<file path="config.mk">
export PLATFORM = sky130hd
export DESIGN_NAME = key_short_long_press_events
export DESIGN_NICKNAME = d
export VERILOG_FILES = /design/src/kslp_pkg.sv /design/src/key_short_long_press_events.sv /design/src/kslp_cfg.sv /design/src/kslp_eval.sv
export SDC_FILE = /design/constraint.sdc
export NUM_CORES = 1
export LEC_CHECK = 0
export ABC_AREA = 1
export BUFFER_PORTS_ARGS = -buffer_cell sky130_fd_sc_hd__buf_2
export CAP_MARGIN = 10
export CORE_ASPECT_RATIO = 0.7
export CORE_UTILIZATION = 45
export CTS_CLUSTER_SIZE = 28
export DETAILED_ROUTE_END_ITERATION = 6
export SLEW_MARGIN = 10
export SYNTH_ARGS = -nofsm -noshare
export SYNTH_HDL_FRONTEND = slang
export SYNTH_SLANG_ARGS = --single-unit
</file>
<file path="constraint.sdc">
create_clock -name clock -period 14.2 [get_ports clock]
set_input_delay 1.42 -clock clock [delete_from_list [all_inputs] [get_ports clock]]
set_output_delay 1.42 -clock clock [all_outputs]
set_load 0.01 [all_outputs]
</file>
<file path="src/kslp_pkg.sv">
// ----------------------------------------------------------------------------
// kslp_pkg
// Shared types and constants of the key short/long press event detector.
// ----------------------------------------------------------------------------
package kslp_pkg;

   localparam int NUM_KEYS_DEFAULT = 2;

   localparam logic [31:0] DEBOUNCE_MS  = 32'd50;
   localparam logic [31:0] REPEAT_MS    = 32'd300;
   localparam logic [6:0]  LONG_UNIT_MS = 7'd100;

   // register indexes of the configuration port
   localparam logic [1:0] CSR_LONG_PRESS_KEY0 = 2'd0;
   localparam logic [1:0] CSR_LONG_PRESS_KEY1 = 2'd1;
   localparam logic [1:0] CSR_KEY_ENABLE_MASK = 2'd2;

   typedef struct packed {
      logic [7:0] long_press_key0;
      logic [7:0] long_press_key1;
      logic [1:0] key_enable_mask;
   } cfg_type;

   typedef struct packed {
      logic [31:0] time_ms;
      logic        key_released;
      logic        key_index;
   } sample_type;

   typedef struct packed {
      logic [31:0] press_start_time;
      logic [31:0] last_long_time;
      logic [7:0]  press_counter;
   } key_state_type;

   typedef struct packed {
      logic       announce;
      logic       long_press;
      logic [7:0] press_count;
      logic       event_key;
   } result_type;

   function automatic logic [31:0] nonzero_time(input logic [31:0] t);
      return (t == 32'd0) ? 32'd1 : t;
   endfunction

endpackage

</file>
<file path="src/key_short_long_press_events.sv">
// ----------------------------------------------------------------------------
// key_short_long_press_events
// Short, long and repeat press event detector for up to two keys.
// ----------------------------------------------------------------------------
// Usage:
//   req_* carries one sample of one key per transfer: the key index in
//   req_tuser, the pin level (1 released) and a millisecond timestamp in
//   req_tdata. rsp_* carries at most one event per sample: the key in
//   rsp_tuser, press count, long flag and announce flag in rsp_tdata.
//   csr_* writes the long-press thresholds (units of 100 ms) and the key
//   enable mask; write only while no sample is in flight.
// Timing:
//   A sample is held in the input register, is evaluated against the per-key
//   state, and its event is loaded into the result register once that register
//   can take it; rsp_tvalid comes straight from the result register. One
//   sample is taken every cycle while the result register is not stalled;
//   the per-key state is written as the sample leaves the input register, so
//   the next sample already sees it.
// Reset:
//   Clears both pipeline registers, all key state (idle, no long event, count
//   zero) and loads thresholds of 10 and an enable mask of both keys.
// Stall:
//   While rsp_tready is low with a result held, the input register holds;
//   req_tready stays high only until the input register is full.
// ----------------------------------------------------------------------------
module key_short_long_press_events #(
   parameter int NUM_KEYS = kslp_pkg::NUM_KEYS_DEFAULT
) (
   input  logic        clock,
   input  logic        reset,
   // sample channel
   input  logic        req_tvalid,
   output logic        req_tready,
   input  logic [39:0] req_tdata,   // [0] key_released, [32:1] time_ms, rest zero
   input  logic        req_tuser,   // [0] key_index
   // event channel
   output logic        rsp_tvalid,
   input  logic        rsp_tready,
   output logic [15:0] rsp_tdata,   // [7:0] press_count, [8] long_press, [9] announce
   output logic        rsp_tuser,   // [0] event_key
   // configuration port
   input  logic        csr_wr_en,
   input  logic [1:0]  csr_index,
   input  logic [7:0]  csr_wr_data
);
   import kslp_pkg::*;

   cfg_type       cfg;

   logic          in_valid_ff;
   sample_type    in_sample_ff;
   logic          rsp_valid_ff;
   result_type    rsp_data_ff;

   key_state_type state_ff [NUM_KEYS];
   key_state_type cur_state;
   key_state_type nxt_state;

   logic          advance;
   logic          key_ok;
   logic          enabled;
   logic [7:0]    long_press_units;
   logic          hit;
   result_type    result;

   kslp_cfg u_cfg (
      .clock       (clock),
      .reset       (reset),
      .csr_wr_en   (csr_wr_en),
      .csr_index   (csr_index),
      .csr_wr_data (csr_wr_data),
      .cfg         (cfg)
   );

   // advance the evaluation stage whenever the result register can take it
   assign advance    = !rsp_valid_ff || rsp_tready;
   assign req_tready = !in_valid_ff || advance;

   // input register
   always_ff @(posedge clock) begin
      if (reset) begin
         in_valid_ff <= 1'b0;
      end else if (req_tvalid && req_tready) begin
         in_valid_ff <= 1'b1;
      end else if (advance) begin
         in_valid_ff <= 1'b0;
      end
   end

   always_ff @(posedge clock) begin
      if (req_tvalid && req_tready) begin
         in_sample_ff.key_index    <= req_tuser;
         in_sample_ff.key_released <= req_tdata[0];
         in_sample_ff.time_ms      <= req_tdata[32:1];
      end
   end

   // select the state and settings of the sampled key
   always_comb begin
      cur_state = '0;
      for (int k = 0; k < NUM_KEYS; k++) begin
         if (1'(k) == in_sample_ff.key_index) begin
            cur_state = state_ff[k];
         end
      end
   end

   assign key_ok           = 32'(in_sample_ff.key_index) < 32'(NUM_KEYS);
   assign enabled          = key_ok && cfg.key_enable_mask[in_sample_ff.key_index];
   assign long_press_units = in_sample_ff.key_index ? cfg.long_press_key1
                                                    : cfg.long_press_key0;

   kslp_eval u_eval (
      .sample           (in_sample_ff),
      .cur              (cur_state),
      .enabled          (enabled),
      .long_press_units (long_press_units),
      .nxt              (nxt_state),
      .hit              (hit),
      .result           (result)
   );

   // write back the key state as the sample leaves the input register
   always_ff @(posedge clock) begin
      if (reset) begin
         for (int k = 0; k < NUM_KEYS; k++) begin
            state_ff[k] <= '0;
         end
      end else if (in_valid_ff && advance) begin
         for (int k = 0; k < NUM_KEYS; k++) begin
            if (1'(k) == in_sample_ff.key_index) begin
               state_ff[k] <= nxt_state;
            end
         end
      end
   end

   // result register: load a new event or drop the taken one
   always_ff @(posedge clock) begin
      if (reset) begin
         rsp_valid_ff <= 1'b0;
      end else if (advance) begin
         rsp_valid_ff <= in_valid_ff && hit;
      end
   end

   always_ff @(posedge clock) begin
      if (advance && in_valid_ff && hit) begin
         rsp_data_ff <= result;
      end
   end

   assign rsp_tvalid = rsp_valid_ff;
   assign rsp_tuser  = rsp_data_ff.event_key;
   assign rsp_tdata  = {6'd0, rsp_data_ff.announce, rsp_data_ff.long_press,
                        rsp_data_ff.press_count};

`ifndef SYNTH
   // an event without announce can only be a repeat long event
   assert property (@(posedge clock) disable iff (reset)
      rsp_tvalid && !rsp_data_ff.announce |-> rsp_data_ff.long_press)
      else $error("short event without announce");

   // a stalled evaluation stage keeps its sample
   assert property (@(posedge clock) disable iff (reset)
      in_valid_ff && !advance |=> in_valid_ff && $stable(in_sample_ff))
      else $error("sample lost while result register stalled");

   // pipeline is empty the cycle after reset
   assert property (@(posedge clock)
      reset |=> !in_valid_ff && !rsp_valid_ff)
      else $error("pipeline not cleared by reset");

   // a locked key never yields an event
   assert property (@(posedge clock) disable iff (reset)
      in_valid_ff && advance && !enabled |=> !rsp_valid_ff)
      else $error("event from a locked key");
`endif

endmodule

</file>
<file path="src/kslp_cfg.sv">
// ----------------------------------------------------------------------------
// kslp_cfg
// Configuration registers written through the plain write port.
// ----------------------------------------------------------------------------
module kslp_cfg (
   input  logic                 clock,
   input  logic                 reset,
   input  logic                 csr_wr_en,
   input  logic [1:0]           csr_index,
   input  logic [7:0]           csr_wr_data,
   output kslp_pkg::cfg_type    cfg
);
   import kslp_pkg::*;

   cfg_type cfg_ff;
   cfg_type cfg_in;

   always_comb begin
      cfg_in = cfg_ff;
      if (csr_wr_en) begin
         unique case (csr_index)
            CSR_LONG_PRESS_KEY0: cfg_in.long_press_key0 = csr_wr_data;
            CSR_LONG_PRESS_KEY1: cfg_in.long_press_key1 = csr_wr_data;
            CSR_KEY_ENABLE_MASK: cfg_in.key_enable_mask = csr_wr_data[1:0];
            default: cfg_in = cfg_ff;
         endcase
      end
   end

   always_ff @(posedge clock) begin
      if (reset) begin
         cfg_ff.long_press_key0 <= 8'd10;
         cfg_ff.long_press_key1 <= 8'd10;
         cfg_ff.key_enable_mask <= 2'b11;
      end else begin
         cfg_ff <= cfg_in;
      end
   end

   assign cfg = cfg_ff;

endmodule

</file>
<file path="src/kslp_eval.sv">
// ----------------------------------------------------------------------------
// kslp_eval
// Press decision for one sample against the stored state of its key.
// ----------------------------------------------------------------------------
module kslp_eval (
   input  kslp_pkg::sample_type    sample,
   input  kslp_pkg::key_state_type cur,
   input  logic                    enabled,
   input  logic [7:0]              long_press_units,
   output kslp_pkg::key_state_type nxt,
   output logic                    hit,
   output kslp_pkg::result_type    result
);
   import kslp_pkg::*;

   logic [31:0] since_press;
   logic [31:0] since_long;
   logic [14:0] threshold;

   assign since_press = sample.time_ms - cur.press_start_time;
   assign since_long  = sample.time_ms - cur.last_long_time;
   assign threshold   = long_press_units * LONG_UNIT_MS;

   always_comb begin
      nxt                = cur;
      hit                = 1'b0;
      result.event_key   = sample.key_index;
      result.long_press  = 1'b0;
      result.announce    = 1'b0;
      if (enabled) begin
         if (sample.key_released) begin
            if (cur.press_start_time != 32'd0) begin
               nxt.press_start_time = 32'd0;
               // short event only when debounced and no long event was sent
               if (since_press >= DEBOUNCE_MS && cur.last_long_time == 32'd0) begin
                  nxt.press_counter = cur.press_counter + 8'd1;
                  hit               = 1'b1;
                  result.announce   = 1'b1;
               end
            end
         end else if (cur.press_start_time == 32'd0) begin
            nxt.press_start_time = nonzero_time(sample.time_ms);
            nxt.last_long_time   = 32'd0;
         end else if (cur.last_long_time != 32'd0) begin
            if (since_long >= REPEAT_MS) begin
               nxt.last_long_time = nonzero_time(sample.time_ms);
               hit                = 1'b1;
               result.long_press  = 1'b1;
            end
         end else if (since_press >= {17'd0, threshold}) begin
            // first long event keeps the timestamp as is, zero included
            nxt.press_counter  = cur.press_counter + 8'd1;
            nxt.last_long_time = sample.time_ms;
            hit                = 1'b1;
            result.long_press  = 1'b1;
            result.announce    = 1'b1;
         end
      end
      result.press_count = nxt.press_counter;
   end

endmodule

</file>
==> results.md <==
* Worst hold path type: register to register
* I/O pin cnt at 75
* Synthesis Warnings at 0
* Critical path startpoint category: register
* Worst-margin pin slew at 1.00 ns
* Final Slew Violations at 0
* H-Tree Depth at 1
* Final Skew at 0.0368 ns
* Post-synthesis sequential area ratio at 0.366
* Die height at 163 µm
* Leading area contributor after synthesis: edfxtp_1
* Seq cells post-synth at 209
* Status: completed
* Pin count of the biggest net entering global routing at 65
* Post-Synthesis Cells at ~2,300
* Unrepaired setup endpoints after global routing: false
* WS Path Type: register to register
* Post_cts resized at 0
* WL/cell at between 15 and 20 µm
* Slowest cell on crit path: nor3_1
* Rel. slew slack at 0.328
* Final Cycle Share at 0.510
* Post-synth ARST share at 0
* Via/cell ratio at 5.46
* Critical path peak fanout at 47
* FILL cells at 3,626
* Layout cells sized above 1 at 0.0779
* Final #Nets at 2,498
* Overflow after GRT at 0
* Min cycle time layout at 7.24 ns
* Count of cell types in the netlist at 50
* N_diodes at 0
* Core area at 36,100 µm²
* IO Port Bufs at between 60 and 70
* Chip Width at around 230 µm
* Footprint of the multi-input gates at 8860 µm²
* GR Util All Layers at 0.269
* Post-CTS Setup Bufs at 0
* Hold Buf Count CTS at 0
* Final Util at 0.498
* Setup WS pre-CTS at 6.95 ns
* Critical path endpoint category: register
* Via count at around 15,000
* Clk slew on worst S/H paths at ~0.06 ns
* Row cnt at 58
* EDFF count, synth at ~190
* VDD IR max at 84.6 µV
* Top-area cell type share of the netlist area at 0.342
* Dpl hpwl at around 38,000 µm
* CTS Buf Count at 23
* Number of detailed-route iterations in the first pass at 6
* Setup TNS at 0 ns
* Post-Route WL at 50,300 µm
* Clk root buf: clkbuf_16
* Synth Cell Area at 16,600 µm²
* CTS tree: yes
* PD cells at between 100 and 150 nW/µm²
* Critical Path RT at 14.47 ns
* Top cells by area, synth: edfxtp_1, nand2_1, inv_1, ha_1, nand3_1
* Clk_lat worst skew at 0.54 ns
* Placed cell areas at 17,300 µm²
* Post-Place Cells at 2,787
* Synth Area per Inst at 7.22 µm²
* Clock buffer depth at 3
* Vias in the first global route at 13,900
* Die area at approximately 38,000 µm²
* Ys flop type: edfxtp_1
* Number of DRC markers in iteration 0 at 1,554
* Clock sink count at about 210
* Area Overhead vs Synth at 8.42%
* GP Congestion at 0.944
* Storage cell area at 6080 µm²
* Final non-filler cell total at 2,829
* Synth cell count leaders: nand2_1, inv_1, nand3_1
* Slowest stage delay, CP at 0.57 ns
* Initial Utilization at 0.459
* Most common cell in the netlist: nand2_1
* Maxcap violations at 0
* Final WS setup at 6.96 ns
* FMAX at 0.138 GHz
* Routed Antenna Nets at 0
* First-pass GRT wire length at around 79,000 µm
* Worst endpoint data arrival time at about 7.5 ns
* Crit path top cell by count: nand2_1
* Lkg Pwr at roughly 8.9 nW
* Design area at 18,000 µm²
* Final setup violation count at 0
* Final Hold Fails at 0
* Antenna violations before repair at 0
* DRC viols at 0
[power breakdown]
group	internal (mW)	total, mW	switching (mW)
Combinational	0.182	0.554	0.372
Clock	0.298	0.551	0.252
Sequential	0.712	0.733	0.0216
Total	1.19	1.84	0.646
[routing by layer]
metal / wire [µm] / GRT usage / vias up / part of all wire
met2: 20000 / 0.381 / 563 / 0.40
met5: 0 / 0 / - / 0
met4: 616 / 0.0422 / 0 / 0.012
met1: 25500 / 0.429 / 7196 / 0.51
met3: 4190 / 0.0411 / 38 / 0.083
li1: - / - / 7644 / -
[registers in the layout, summed over array words and instances (netlist names)]
register,cells
in_valid_ff,1
u_cfg.cfg,18
rsp_tdata,10
rsp_tvalid,1
rsp_tuser,1
in_sample_ff,34
state_ff,144
[kinds of logic (layout without fill, tap and decap cells)]
| group | count (synthesis) | count (layout) | synth area share |
|---|---|---|---|
| AO/OA/AOI/OAI | 301 | 301 | 0.104 |
| XOR/XNOR | 32 | 32 | 0.0169 |
| adder cells (fa/ha/maj) | 110 | 110 | 0.0852 |
| buffers and inverters | 433 | 479 | 0.104 |
| flip-flops | 209 | 209 | 0.366 |
| multiplexers | 17 | 17 | 0.0112 |
| other | 1 | 6 | 0.000226 |
| AND/OR/NAND/NOR | 1195 | 1195 | 0.312 |
[final cells by class]
class | count | share of cell area
clock buffers | 26 | 0.0326
well taps | 480 | 0.0334
repair buffers | 78 | 0.0241
flip-flops and latches | 209 | 0.338
multi-input cells | 1661 | 0.492
inverters | 359 | 0.0752
clock inverters | 16 | 0.00487
[layout by cell type (no fill, tap or decap), drive strengths merged, types with 23 or more instances in the layout]
| master | Yosys | layout |
|---|---|---|
| a21o | 31 | 31 |
| a21oi | 99 | 99 |
| buf | 37 | 78 |
| clkbuf | 37 | 26 |
| edfxtp | 189 | 189 |
| ha | 105 | 105 |
| inv | 357 | 358 |
| nand2 | 623 | 623 |
| nand3 | 211 | 211 |
| nand4 | 62 | 62 |
| nor2 | 204 | 204 |
| o21ai | 123 | 123 |
| o221ai | 23 | 23 |
| or2 | 57 | 57 |
[through the flow]
step | hold WS (ns) | power [mW]
2_1_floorplan | 0.421 | 1.15
3_3_place_gp | 0.436 | 1.28
3_5_place_dp | 0.444 | 1.29
4_1_cts | 0.458 | 1.84
5_1_grt | 0.492 | 1.95
6_report | 0.457 | 1.84
[final timing paths]
| kind | start | end | slack (ns) | depth (start not counted) |
|---|---|---|---|---|
| min | u_cfg.cfg[11]$_SDFFE_PP1P_ | u_cfg.cfg[11]$_SDFFE_PP1P_ | 0.46 | 2 |
| max reg2reg | in_sample_ff[0]$_DFFE_PP_ | state_ff[0][1]$_DFFE_PP_ | 6.96 | 31 |
| min reg2reg | u_cfg.cfg[11]$_SDFFE_PP1P_ | u_cfg.cfg[11]$_SDFFE_PP1P_ | 0.46 | 2 |
| max | in_sample_ff[0]$_DFFE_PP_ | state_ff[0][1]$_DFFE_PP_ | 6.96 | 31 |
[critical path, delay by kind of cell (launching register included)]
| kind | cells | cell delay, ns |
|---|---|---|
| and+or+nand+nor | 12 | 1.95 |
| adders and majority gates | 5 | 1.62 |
| buffers and inverters | 5 | 1.59 |
| AOI/OAI and AO/OA | 8 | 1.27 |
| DFF | 1 | 0.32 |
| xor gates and xnor gates | 1 | 0.16 |
(Power assumes the default switching activity.)
